## config.mk

```make
export PLATFORM = sky130hd
export DESIGN_NAME = dortm_timing
export DESIGN_NICKNAME = d
export VERILOG_FILES = /design/src/rtl/assert_macros.svh /design/src/rtl/dortm_pkg.sv /design/src/rtl/dortm_timing.sv
export SDC_FILE = /design/constraint.sdc
export NUM_CORES = 1
export LEC_CHECK = 0
export BUFFER_PORTS_ARGS = -buffer_cell sky130_fd_sc_hd__buf_2
export CAP_MARGIN = 20
export CORE_UTILIZATION = 50
export DETAILED_ROUTE_END_ITERATION = 10
export GPL_TIMING_DRIVEN = 0
export PLACE_DENSITY_LB_ADDON = 0.25
export SYNTH_ARGS = -nofsm -noshare
export SYNTH_HDL_FRONTEND = slang
export SYNTH_SLANG_ARGS = --single-unit
export TNS_END_PERCENT = 100
```

## constraint.sdc

```tcl
create_clock -name clk -period 12.9 [get_ports clk]
set_clock_uncertainty 0.05 [all_clocks]
set_input_delay 2.58 -clock clk [delete_from_list [all_inputs] [get_ports clk]]
set_output_delay 2.58 -clock clk [all_outputs]
set_load 0.02 [all_outputs]
```

## src/rtl/assert_macros.svh

```systemverilog
// assertion macros shared by the rtl
`ifndef ASSERT_MACROS_SVH
`define ASSERT_MACROS_SVH

`ifndef SYNTHESIS

`define ASSERT_IMPLIES(label, clk, rst, cond, prop) \
  label: assert property (@(posedge clk) disable iff (rst) (cond) |-> (prop)) \
    else $error("assertion failed");

`define ASSERT_NEXT(label, clk, rst, cond, prop) \
  label: assert property (@(posedge clk) disable iff (rst) (cond) |=> (prop)) \
    else $error("assertion failed");

`else

`define ASSERT_IMPLIES(label, clk, rst, cond, prop)

`define ASSERT_NEXT(label, clk, rst, cond, prop)

`endif

`endif

```

## src/rtl/dortm_pkg.sv

```systemverilog
`default_nettype none

package dortm_pkg;

  localparam int ADDR_BITS = 20;
  localparam int COL_BITS = 15;
  localparam int ROW_BITS = ADDR_BITS - COL_BITS;
  localparam int LANES = 4;
  localparam int LANE_BITS = 2;
  localparam int WORD_BITS = ADDR_BITS - LANE_BITS;
  localparam int WORDS = 1 << WORD_BITS;

  localparam int ACTIVE_COUNT = 100;
  localparam int ACTIVE_MIN = 10;

  localparam logic [7:0] CAS_RESET = 8'd5;
  localparam logic [7:0] WRITE_RESET = 8'd4;
  localparam logic [7:0] PRE_RESET = 8'd5;
  localparam logic [7:0] BEAT_RESET = 8'd1;

  localparam logic [2:0] SIZE_BYTE = 3'd1;
  localparam logic [2:0] SIZE_HALF = 3'd2;
  localparam logic [2:0] SIZE_WORD = 3'd4;

  localparam logic CMD_READ = 1'b0;
  localparam logic CMD_WRITE = 1'b1;

  typedef enum logic [1:0] {
    CFG_CAS   = 2'd0,
    CFG_WRITE = 2'd1,
    CFG_PRE   = 2'd2,
    CFG_BEAT  = 2'd3
  } cfg_reg_t;

  typedef enum logic {
    PH_IDLE = 1'b0,
    PH_OPEN = 1'b1
  } row_phase_t;

  typedef enum logic [1:0] {
    BP_NONE  = 2'd0,
    BP_FIRST = 2'd1,
    BP_BURST = 2'd2
  } burst_phase_t;

  typedef struct packed {
    logic [9:0]  latency;
    logic        row_miss;
    logic [47:0] total_time;
    logic [31:0] precharges;
  } timing_res_t;

endpackage

`default_nettype wire

```

## src/rtl/dortm_timing.sv

```systemverilog
`default_nettype none

module dortm_timing import dortm_pkg::*; (
  input  wire logic                clk,
  input  wire logic                rst,
  input  wire logic                cfg_we,
  input  wire logic [1:0]          cfg_index,
  input  wire logic [7:0]          cfg_data,
  input  wire logic                acc,
  input  wire logic                wr,
  input  wire logic [ROW_BITS-1:0] row,
  input  wire logic [7:0]          blen,
  output timing_res_t              res
);

  logic [7:0] cas_latency;
  logic [7:0] write_latency;
  logic [7:0] precharge_time;
  logic [7:0] beat_time;

  logic [ROW_BITS-1:0] open_row;
  row_phase_t          row_phase;
  burst_phase_t        burst_phase, burst_phase_next;
  logic [7:0]          beats_left, beats_left_next;
  logic                read_seen, read_seen_next;
  logic                write_seen, write_seen_next;
  logic [47:0]         time_sum;
  logic [31:0]         precharge_total;

  burst_phase_t phase_eff;
  logic [7:0]   beats_eff;
  logic [7:0]   col;
  logic         seen;
  logic         miss;
  logic [7:0]   col_part;
  logic [9:0]   lat;

  always_ff @(posedge clk) begin
    if (rst) begin
      cas_latency    <= CAS_RESET;
      write_latency  <= WRITE_RESET;
      precharge_time <= PRE_RESET;
      beat_time      <= BEAT_RESET;
    end else if (cfg_we) begin
      unique case (cfg_reg_t'(cfg_index))
        CFG_CAS:   cas_latency    <= cfg_data;
        CFG_WRITE: write_latency  <= cfg_data;
        CFG_PRE:   precharge_time <= cfg_data;
        CFG_BEAT:  beat_time      <= cfg_data;
      endcase
    end
  end

  assign phase_eff = (burst_phase == BP_NONE && blen > 8'd1) ? BP_FIRST : burst_phase;
  assign beats_eff = (burst_phase == BP_NONE && blen > 8'd1) ? blen : beats_left;
  assign col  = wr ? write_latency : cas_latency;
  assign seen = wr ? write_seen : read_seen;
  assign miss = row_phase == PH_IDLE || row != open_row || ACTIVE_COUNT < ACTIVE_MIN;

  // burst state
  always_comb begin
    burst_phase_next = phase_eff;
    beats_left_next  = beats_eff;
    read_seen_next   = read_seen;
    write_seen_next  = write_seen;
    unique case (phase_eff)
      BP_FIRST: begin
        burst_phase_next = BP_BURST;
        beats_left_next  = beats_eff - 8'd1;
        if (wr) write_seen_next = 1'b1;
        else    read_seen_next  = 1'b1;
      end
      BP_BURST: begin
        beats_left_next = beats_eff - 8'd1;
        if (beats_left_next == 8'd0) begin
          burst_phase_next = BP_NONE;
          if (wr) write_seen_next = 1'b0;
          else    read_seen_next  = 1'b0;
        end
      end
      default: begin
        burst_phase_next = BP_NONE;
        read_seen_next   = 1'b0;
        write_seen_next  = 1'b0;
      end
    endcase
  end

  // latency of this access
  always_comb begin
    unique case (phase_eff)
      BP_FIRST: col_part = seen ? beat_time : col;
      BP_BURST: col_part = beat_time;
      default:  col_part = col;
    endcase
    lat = 10'(col_part);
    if (miss) lat = lat + 10'(precharge_time) + 10'(col);
  end

  assign res.latency    = lat;
  assign res.row_miss   = miss;
  assign res.total_time = time_sum + 48'(lat);
  assign res.precharges = precharge_total + 32'(miss);

  always_ff @(posedge clk) begin
    if (rst) begin
      open_row        <= '0;
      row_phase       <= PH_IDLE;
      burst_phase     <= BP_NONE;
      beats_left      <= 8'd0;
      read_seen       <= 1'b0;
      write_seen      <= 1'b0;
      time_sum        <= 48'd0;
      precharge_total <= 32'd0;
    end else if (acc) begin
      open_row        <= row;
      row_phase       <= PH_OPEN;
      burst_phase     <= burst_phase_next;
      beats_left      <= beats_left_next;
      read_seen       <= read_seen_next;
      write_seen      <= write_seen_next;
      time_sum        <= res.total_time;
      precharge_total <= res.precharges;
    end
  end

endmodule

`default_nettype wire

```

==> results of run 1 <==
==> worst max-delay path by stage <==
stage                     cells after the start  endpoint  slack (ps)    start
after floorplan                              24   res[65]        2260  blen[7]
final                                        26   res[44]        1260  blen[7]
after CTS                                    26   res[44]        1250  blen[7]
after global placement                       26   res[44]        1410  blen[1]
after detailed placement                     26   res[44]        1310  blen[7]
after global routing                         26   res[76]         870  blen[1]
==> layout make-up <==
class	count	share of cell area, %
tap	211	2.78
clock inverter	12	2.16
inverter	17	0.671
clock buffer	19	4.66
buffer	55	2.33
multi-input combinational	765	53.8
timing repair buffer	118	6.21
sequential	130	27.4
==> where the power goes <==
part | switching [mW] | internal (mW)
registers | 0.0107 | 0.418
logic | 0.163 | 0.0974
clock network | 0.189 | 0.348
==> kinds of logic (layout without fill, tap and decap cells) <==
logic type	Yosys count	after routing
simple gates	418	418
fa+ha+maj	31	31
mux	61	61
compound gates	99	99
xor+xnor	156	156
flops	130	130
buf+inv	72	221
==> per-stage QoR <==
step           instances  power [mW]
3_3_place_gp        1296       0.692
2_1_floorplan        967       0.620
5_1_grt             1327        1.28
3_5_place_dp        1296       0.696
4_1_cts             1327        1.23
6_report            1327        1.23
==> worst max-delay path: stages <==
cell      delay (ps)
buf_2            100
or4_4            520
buf_6            150
nor3_1           390
nor2_1           100
nor2_1           100
a21oi_1          170
mux2i_1          230
fa_1             530
inv_1             40
ha_1             220
fa_1             420
a21oi_1          170
nor2_1            60
nor2_1           150
o21bai_1         100
a21oi_1          230
xor2_1           160
a21oi_1          140
ha_1             400
a31oi_1          170
o21ai_1          780
clkbuf_1         470
nand3_1          160
xnor2_1          260
buf_2            220
==> state kept, by name, indices dropped and copies added (netlist names), 2 cells and up <==
signal	flops
precharge_total	32
cas_latency	8
time_sum	48
burst_phase	2
open_row	5
beats_left	8
write_latency	8
precharge_time	8
beat_time	8
==> layout by cell type (no fill, tap or decap), types with 10 or more instances in the layout <==
cell type,Yosys,final
nor2_1,139,139
dfxtp_1,130,130
buf_2,3,121
nand2_1,101,101
xnor2_1,79,79
xor2_1,77,77
clkbuf_1,45,46
mux2i_1,43,43
nand3_1,42,42
a21oi_1,41,41
nand4_1,27,27
nor3_1,22,22
ha_1,21,21
and3_1,19,19
mux2_2,18,18
inv_1,17,17
clkbuf_16,0,17
o21ai_0,15,15
or3_1,12,12
nor4_1,10,10
fa_1,10,10
==> routing by layer <==
layer,routed length (um),global-route usage [%],vias to the layer above
met4,328,8.65,0
li1,-,-,3563
met5,0,0,-
met1,9270,32.5,3351
met2,9780,43.1,212
met3,1070,5.36,26
==> flow_summary_export.csv, run 1 <==
group,metric,value,unit
cells_and_area,seq_area,2600,um^2
synthesis,synth_area,8010,um^2
synthesis,synth.ff_latch_count,130,
drt,vias_per_cell,5.39,
sta,worst_pin_slew,938,ps
sta,period_minus_slack,11640,ps
synthesis,synth-compound-area-share,7.78,%
sta,slew-limit-headroom,37.0,%
synthesis,synthAdderAreaFrac,5.78,%
sta,fin_setup_tns,0,ps
global_routing,grt_usage,25.6,%
placement,dp_slack,1310,ps
clock_tree,cts_buffers,17,
die,num_io_pins,119,
cells_and_area,diodes,0,
drt,wire_per_inst,15.4,um
hold_path,holdCritPathClass,"flip-flop to flip-flop",
synthesis,synth_top_area_cell,"dfxtp_1",
flow_run,maxCapViolCount,0,
setup_path,r2r_start,"burst_phase[0]",
cells_and_area,nFillCells,1410,
sta,setup_viol,0,
synthesis,synth_xor_xnor_area_share,17.1,%
setup_path,r2r_end,"time_sum[47]",
power,cellPowerDensity,129,nW/um^2
drt,drc,0,
sta,max_freq,0.0859,GHz
power,vdd_drop_max,0.0000996,V
die,core-area,15400,um^2
clock_tree,cts_tree,"yes",
clock_tree,hold_buffers,0,
hold_path,hold_start,"beat_time[2]",
global_routing,grt_pass1_vias,6615,
die,initial_core_util,51.9,%
sta,rsz0062_at_grt,"no",
synthesis,async_flop_share,0,%
synthesis,ys_warn_count,0,
setup_path,crit_fanout,10,
clock_tree,cts.sinks,130,
sta,worst_slack,1260,ps
clock_tree,path_clk_slew,60,ps
sta,finalMaxSlewViolations,0,
setup_path,crit_required,10270,ps
setup_path,r2r_slack,6200,ps
cells_and_area,num-nets-final,1163,
drt,drt-total-wl,20.4,mm
setup_path,cp-start-kind,"primary input",
synthesis,seq_area_frac_synth,32.5,%
synthesis,synthCells,967,
placement,dp_hpwl,14.7,mm
cells_and_area,syn2layout_area_growth,18.8,%
synthesis,synthTopCellsByArea,"dfxtp_1, xnor2_1, xor2_1",
global_routing,grt_pass1_wl,32.9,mm
sta,whs,405,ps
synthesis,synth-edff-count,0,
die,design.die.area,16500,um^2
cells_and_area,fin_util,61.6,%
synthesis,synth_nets,1026,
global_routing,grt_max_degree,17,
clock_tree,clk_path_buf_depth,2,
synthesis,synth_common_cells,"nor2_1, dfxtp_1, nand2_1",
synthesis,synth-simple-area-share,25.4,%
power,p_leak,4.12,nW
global_routing,grt_antenna_before_repair,0,
clock_tree,post-cts-setup-buffer-count,0,
drt,detail_route.iter0.violations,396,
status,status,"finished, final reports clean",
hold_path,hold_depth,2,
drt,drtPass1Iterations,7,
placement,postPlaceCellArea,8860,um^2
synthesis,synth-main-ff-cell,"dfxtp_1",
placement,io_buffer_count,118,
sta,hold_viol,0,
drt,postRouteAntennaNets,0,
synthesis,synth_top_family_by_area,"simple AND/OR/NAND/NOR gates",
clock_tree,root_buffer,"clkbuf_16",
hold_path,hold-path-endpoint,"beat_time[2]",
synthesis,yosysMostFrequentCell,"nor2_1",
setup_path,arrival,9010,ps
cells_and_area,design_area,9510,um^2
synthesis,yosys.area.top_type_share,32.5,%
drt,routed-via-count,7152,
synthesis,syn_avg_cell_area,8.28,um^2
setup_path,ff2ff_path_depth,27,
cells_and_area,multi_input_area,5120,um^2
clock_tree,clock_latency,430,ps
die,die_h,129,um
synthesis,muxShareOfSynthArea,7.91,%
die,die_x,129,um
synthesis,yosysUniqueCellTypes,61,
placement,gp_congestion,0.864,
setup_path,critical_path_class,"primary input to output port",
cells_and_area,drive_gt1_share,17.2,%
clock_tree,ctsResizeCount,0,
setup_path,cp-end-kind,"output port",
die,num_rows,45,
global_routing,gr-total-overflow,0,
sta,fin_crit_sh,90.2,%
clock_tree,cts_max_level,4,
No activity file was read; power rests on OpenSTA's default activity.
==> inputs of run 2 (changes only) <==
--- a/config.mk
+++ b/config.mk
@@ -10,7 +10,7 @@
 export CORE_UTILIZATION = 50
 export DETAILED_ROUTE_END_ITERATION = 10
 export GPL_TIMING_DRIVEN = 0
-export PLACE_DENSITY_LB_ADDON = 0.25
+export PLACE_DENSITY = 0.7
 export SYNTH_ARGS = -nofsm -noshare
 export SYNTH_HDL_FRONTEND = slang
 export SYNTH_SLANG_ARGS = --single-unit
==> flow_summary_export.csv, run 2 (same netlist as run 1, synthesis figures left out) <==
group,metric,value,unit
power,vdd_drop_max,0.0000954,V
drt,detail_route.iter0.violations,397,
placement,dp_slack,1420,ps
cells_and_area,nFillCells,1449,
drt,routed-via-count,7170,
clock_tree,cts_buffers,17,
drt,drtPass1Iterations,4,
setup_path,crit_fanout,10,
cells_and_area,diodes,0,
placement,io_buffer_count,118,
sta,finalMaxSlewViolations,0,
drt,wire_per_inst,15.4,um
setup_path,critical_path_class,"primary input to output port",
drt,postRouteAntennaNets,0,
clock_tree,cts_tree,"yes",
clock_tree,clk_path_buf_depth,2,
clock_tree,ctsResizeCount,0,
setup_path,r2r_start,"burst_phase[0]",
sta,slew-limit-headroom,41.6,%
hold_path,holdCritPathClass,"flip-flop to flip-flop",
placement,gp_congestion,0.844,
placement,dp_hpwl,14.8,mm
setup_path,r2r_slack,6170,ps
hold_path,hold-path-endpoint,"beat_time[4]",
clock_tree,hold_buffers,0,
die,core-area,15400,um^2
die,num_rows,45,
clock_tree,cts.sinks,130,
sta,worst_pin_slew,870,ps
setup_path,crit_required,10270,ps
cells_and_area,drive_gt1_share,17.2,%
flow_run,maxCapViolCount,0,
power,p_leak,4.11,nW
global_routing,grt_pass1_vias,6709,
clock_tree,post-cts-setup-buffer-count,0,
cells_and_area,num-nets-final,1163,
cells_and_area,layout_common_cells,"nor2_1, dfxtp_1, buf_2, nand2_1, xnor2_1",
sta,setup_viol,0,
global_routing,grt_antenna_before_repair,0,
clock_tree,clock_latency,430,ps
drt,drc,0,
global_routing,grt_pass1_wl,33.1,mm
die,num_io_pins,119,
drt,vias_per_cell,5.40,
setup_path,cp-end-kind,"output port",
setup_path,arrival,8880,ps
die,design.die.area,16500,um^2
status,status,"finished, final reports clean",
power,cellPowerDensity,126,nW/um^2
setup_path,ff2ff_path_depth,25,
hold_path,hold_start,"beat_time[4]",
drt,drt-total-wl,20.5,mm
sta,max_freq,0.0868,GHz
sta,worst_slack,1390,ps
cells_and_area,largest_registers,"time_sum: 48 flops, precharge_total: 32 flops",
setup_path,r2r_end,"time_sum[47]",
global_routing,gr-total-overflow,0,
sta,rsz0062_at_grt,"no",
hold_path,hold_depth,2,
cells_and_area,syn2layout_area_growth,18.2,%
cells_and_area,regMostFlops,"time_sum",
cells_and_area,largest_register_ffs,48,
sta,fin_crit_sh,89.3,%
clock_tree,path_clk_slew,60,ps
die,initial_core_util,51.9,%
setup_path,cp-start-kind,"primary input",
die,die_h,129,um
clock_tree,cts_max_level,4,
sta,fin_setup_tns,0,ps
cells_and_area,mostFrequentLayoutCell,"nor2_1",
die,die_x,129,um
sta,period_minus_slack,11510,ps
global_routing,grt_max_degree,17,
global_routing,grt_usage,25.7,%
sta,hold_viol,0,
clock_tree,root_buffer,"clkbuf_16",
==> run 2: changes by cell type in the layout (fill, tap and decap cells not counted), sizes merged <==
| cell | before | now |
|---|---|---|
| inv | 19 | 17 |
| clkinvlp | 2 | 1 |
| bufinv | 5 | 3 |
| clkinv | 3 | 6 |
| clkbuf | 64 | 67 |
==> run 2: worst max path at each step <==
stage                       start  endpoint  slack, ps  cells after the start
after CTS                 blen[7]   res[44]       1390                     26
after global placement    blen[1]   res[44]       1410                     26
after global routing      blen[7]   res[46]        950                     26
after detailed placement  blen[1]   res[44]       1420                     26
after floorplan           blen[7]   res[65]       2260                     24
final                     blen[1]   res[76]       1390                     26
==> run 2: critical path, stage by stage <==
cell,delay [ps]
buf_2,120
or4_4,500
buf_6,150
nor3_1,390
nor2_1,100
nor2_1,100
a21oi_1,170
mux2i_1,230
fa_1,520
inv_1,40
ha_1,220
fa_1,410
a21oi_1,150
nor2_1,50
nor2_1,140
o21bai_1,80
a21oi_1,220
xor2_1,170
a21oi_1,140
ha_1,410
a31oi_1,170
o21ai_1,730
clkbuf_1,470
nand3_1,160
xnor2_1,240
buf_2,210
==> run 2: power by group <==
| part | switching (mW) | internal (mW) | total, mW |
|---|---|---|---|
| Sequential | 0.0108 | 0.418 | 0.429 |
| Combinational | 0.165 | 0.0974 | 0.262 |
| Clock | 0.182 | 0.318 | 0.500 |
| Total | 0.358 | 0.833 | 1.19 |
==> run 2: layout make-up <==
| class | instances | area, um^2 | area share, % |
|---|---|---|---|
| flip-flops and latches | 130 | 2600 | 27.5 |
| clock buffers | 22 | 474 | 5.01 |
| plain buffers | 55 | 221 | 2.34 |
| inverters | 17 | 63.8 | 0.674 |
| repair buffers | 118 | 591 | 6.24 |
| multi-input cells | 765 | 5120 | 54.1 |
| clock inverters | 10 | 131 | 1.39 |
| well taps | 211 | 264 | 2.79 |
==> run 2: metal layers <==
layer | wire length [um] | share of wire [%] | GRT usage (%)
met2 | 9450 | 46 | 41.7
met1 | 9540 | 47 | 33.4
met3 | 1040 | 5.1 | 5.61
met5 | 0 | 0 | 0
met4 | 465 | 2.3 | 9.62
==> run 2: per-stage QoR <==
step | hold WS, ps | std cells | util [%] | power (mW) | area [um^2]
final | 405 | 1328 | 61.4 | 1.19 | 9470
after floorplan | 377 | 967 | - | 0.620 | 8010
after CTS | 406 | 1328 | 61.4 | 1.20 | 9470
after global routing | 423 | 1328 | 61.4 | 1.24 | 9470
after detailed placement | 397 | 1296 | 57.4 | 0.697 | 8860
after global placement | 392 | 1296 | 57.4 | 0.691 | 8860
==> inputs of run 3 (changes only) <==
==> constraint.sdc (replaced) <==
create_clock -name clk -period 10.98 [get_ports clk]
set_clock_uncertainty 0.05 [all_clocks]
set_input_delay 2.196 -clock clk [delete_from_list [all_inputs] [get_ports clk]]
set_output_delay 2.196 -clock clk [all_outputs]
set_load 0.02 [all_outputs]
==> flow_summary_export.csv, run 3 (same netlist as run 1, synthesis figures left out) <==
group,metric,value,unit
status,status,"finished, final reports clean",
die,design.die.area,16500,um^2
cells_and_area,design_area,9470,um^2
drt,detail_route.iter0.violations,446,
power,pwr-share-clk,42.0,%
placement,io_buffer_count,118,
sta,period_minus_slack,10520,ps
cells_and_area,mostFrequentLayoutCell,"nor2_1",
cells_and_area,nFillCells,1452,
drt,routed-via-count,7121,
placement,dp_cells,1296,
drt,drtPass1Iterations,4,
sta,finalMaxSlewViolations,0,
cells_and_area,layout_common_cells,"nor2_1, dfxtp_1, buf_2, nand2_1, xnor2_1",
cells_and_area,num-nets-final,1163,
cells_and_area,diodes,0,
cells_and_area,regMostFlops,"time_sum",
sta,fin_setup_tns,0,ps
cells_and_area,drive_gt1_share,17.4,%
drt,drc,0,
sta,fin_crit_sh,95.8,%
clock_tree,clock_latency,430,ps
power,vdd_drop_max,0.000113,V
clock_tree,cts_max_level,4,
global_routing,grt_pass1_vias,6709,
cells_and_area,largest_register_ffs,48,
setup_path,cpLargestDelayFamily,"adder cells",
cells_and_area,stdcell_count,1328,
die,num_rows,45,
setup_path,slowest_delay,520,ps
sta,hold_viol,0,
setup_path,crit_path_top_delay_cell,"fa_1",
power,p_seq_share,36.0,%
die,die_x,129,um
flow_run,maxCapViolCount,0,
setup_path,arrival,8270,ps
global_routing,grt_pass1_wl,33.1,mm
placement,postPlaceCellArea,8860,um^2
global_routing,grt_antenna_before_repair,0,
die,core-area,15400,um^2
power,p_sw,421,uW
drt,drt-total-wl,20.5,mm
clock_tree,cts_tree,"yes",
clock_tree,clk_path_buf_depth,2,
hold_path,holdCritPathClass,"flip-flop to flip-flop",
power,p_leak,4.12,nW
drt,postRouteAntennaNets,0,
drt,vias_per_cell,5.36,
global_routing,grt_usage,25.7,%
sta,max_freq,0.0951,GHz
setup_path,cp-start-kind,"primary input",
clock_tree,cts.sinks,130,
power,p_int,979,uW
power,sw_frac_of_total,30.1,%
clock_tree,cts_buffers,17,
global_routing,grt_max_degree,17,
setup_path,crit_buf_inv,5,
setup_path,crit_fanout,10,
placement,dp_hpwl,14.8,mm
global_routing,gr-total-overflow,0,
clock_tree,post-cts-setup-buffer-count,0,
placement,gp_congestion,0.844,
die,die_h,129,um
setup_path,critical_path_class,"primary input to output port",
sta,setup_viol,0,
clock_tree,path_clk_slew,60,ps
sta,rsz0062_at_grt,"no",
clock_tree,root_buffer,"clkbuf_16",
sta,worst_pin_slew,850,ps
sta,slew-limit-headroom,43.3,%
cells_and_area,syn2layout_area_growth,18.3,%
die,num_io_pins,119,
power,power,1.40,mW
setup_path,cp-end-kind,"output port",
power,cellPowerDensity,148,nW/um^2
power,combPwrFrac,22.0,%
drt,wire_per_inst,15.4,um
setup_path,crit_required,8730,ps
cells_and_area,largest_registers,"time_sum: 48 flops, precharge_total: 32 flops",
die,initial_core_util,51.9,%
[run 3: changes by cell type in the layout (fill, tap and decap cells not counted)]
cell,delta
clkbuf_1,-1
o21ai_1,-1
o21ai_2,+1
clkbuf_2,+1
[run 3: path summary, 6_finish.rpt]
check | startpoint | endpoint | slack (ps) | cells after the start
hold reg to reg | write_latency[5] | write_latency[5] | 410 | 2
setup reg to reg | burst_phase[0] | time_sum[47] | 4310 | 25
hold / removal | write_latency[5] | write_latency[5] | 410 | 2
setup / recovery | blen[1] | res[76] | 460 | 26
[run 3: per-stage QoR]
stage / hold WS (ps) / setup slack (ps) / util [%]
2_1_floorplan: 377 / 1110 / -
6_report: 406 / 461 / 61.4
3_5_place_dp: 397 / 271 / 57.4
5_1_grt: 423 / 27.4 / 61.4
4_1_cts: 406 / 239 / 61.4
3_3_place_gp: 392 / 256 / 57.4
[run 3: routing by layer]
metal	part of all wire [%]	track usage (%)	vias up	wire length, um
met3	4.7	5.61	34	960
met5	0	0	-	0
met1	47	33.4	3351	9640
li1	-	-	3570	-
met4	2.1	9.62	0	420
met2	46	41.7	166	9450
[run 3: area by class of cell]
cell class	count	area (um^2)	share of cell area [%]
repair buffers	118	591	6.24
plain buffers	55	223	2.35
flip-flops and latches	130	2600	27.5
well taps	211	264	2.79
clock buffers	22	474	5.01
multi-input cells	765	5120	54.1
clock inverters	10	131	1.39
inverters	17	63.8	0.674
[run 3: power groups by stage]
stage	logic [mW]	registers, mW	clock network [mW]
floorplan	0.218	0.511	0
global placement	0.299	0.513	0
detailed placement	0.305	0.514	0
CTS	0.307	0.504	0.593
global route	0.333	0.506	0.616
finish	0.308	0.504	0.588
[run 3: worst min-delay path: cells and delay by family, from the launching register on]
family,cells,cell delay [ps]
simple gates,1,50
flops,1,310
compound gates,1,50
[run 3: what timing repair did]
item,4_1_cts,5_1_grt
setup endpoints to repair,0,19
gates resized for setup,0,3
hold buffers,0,0
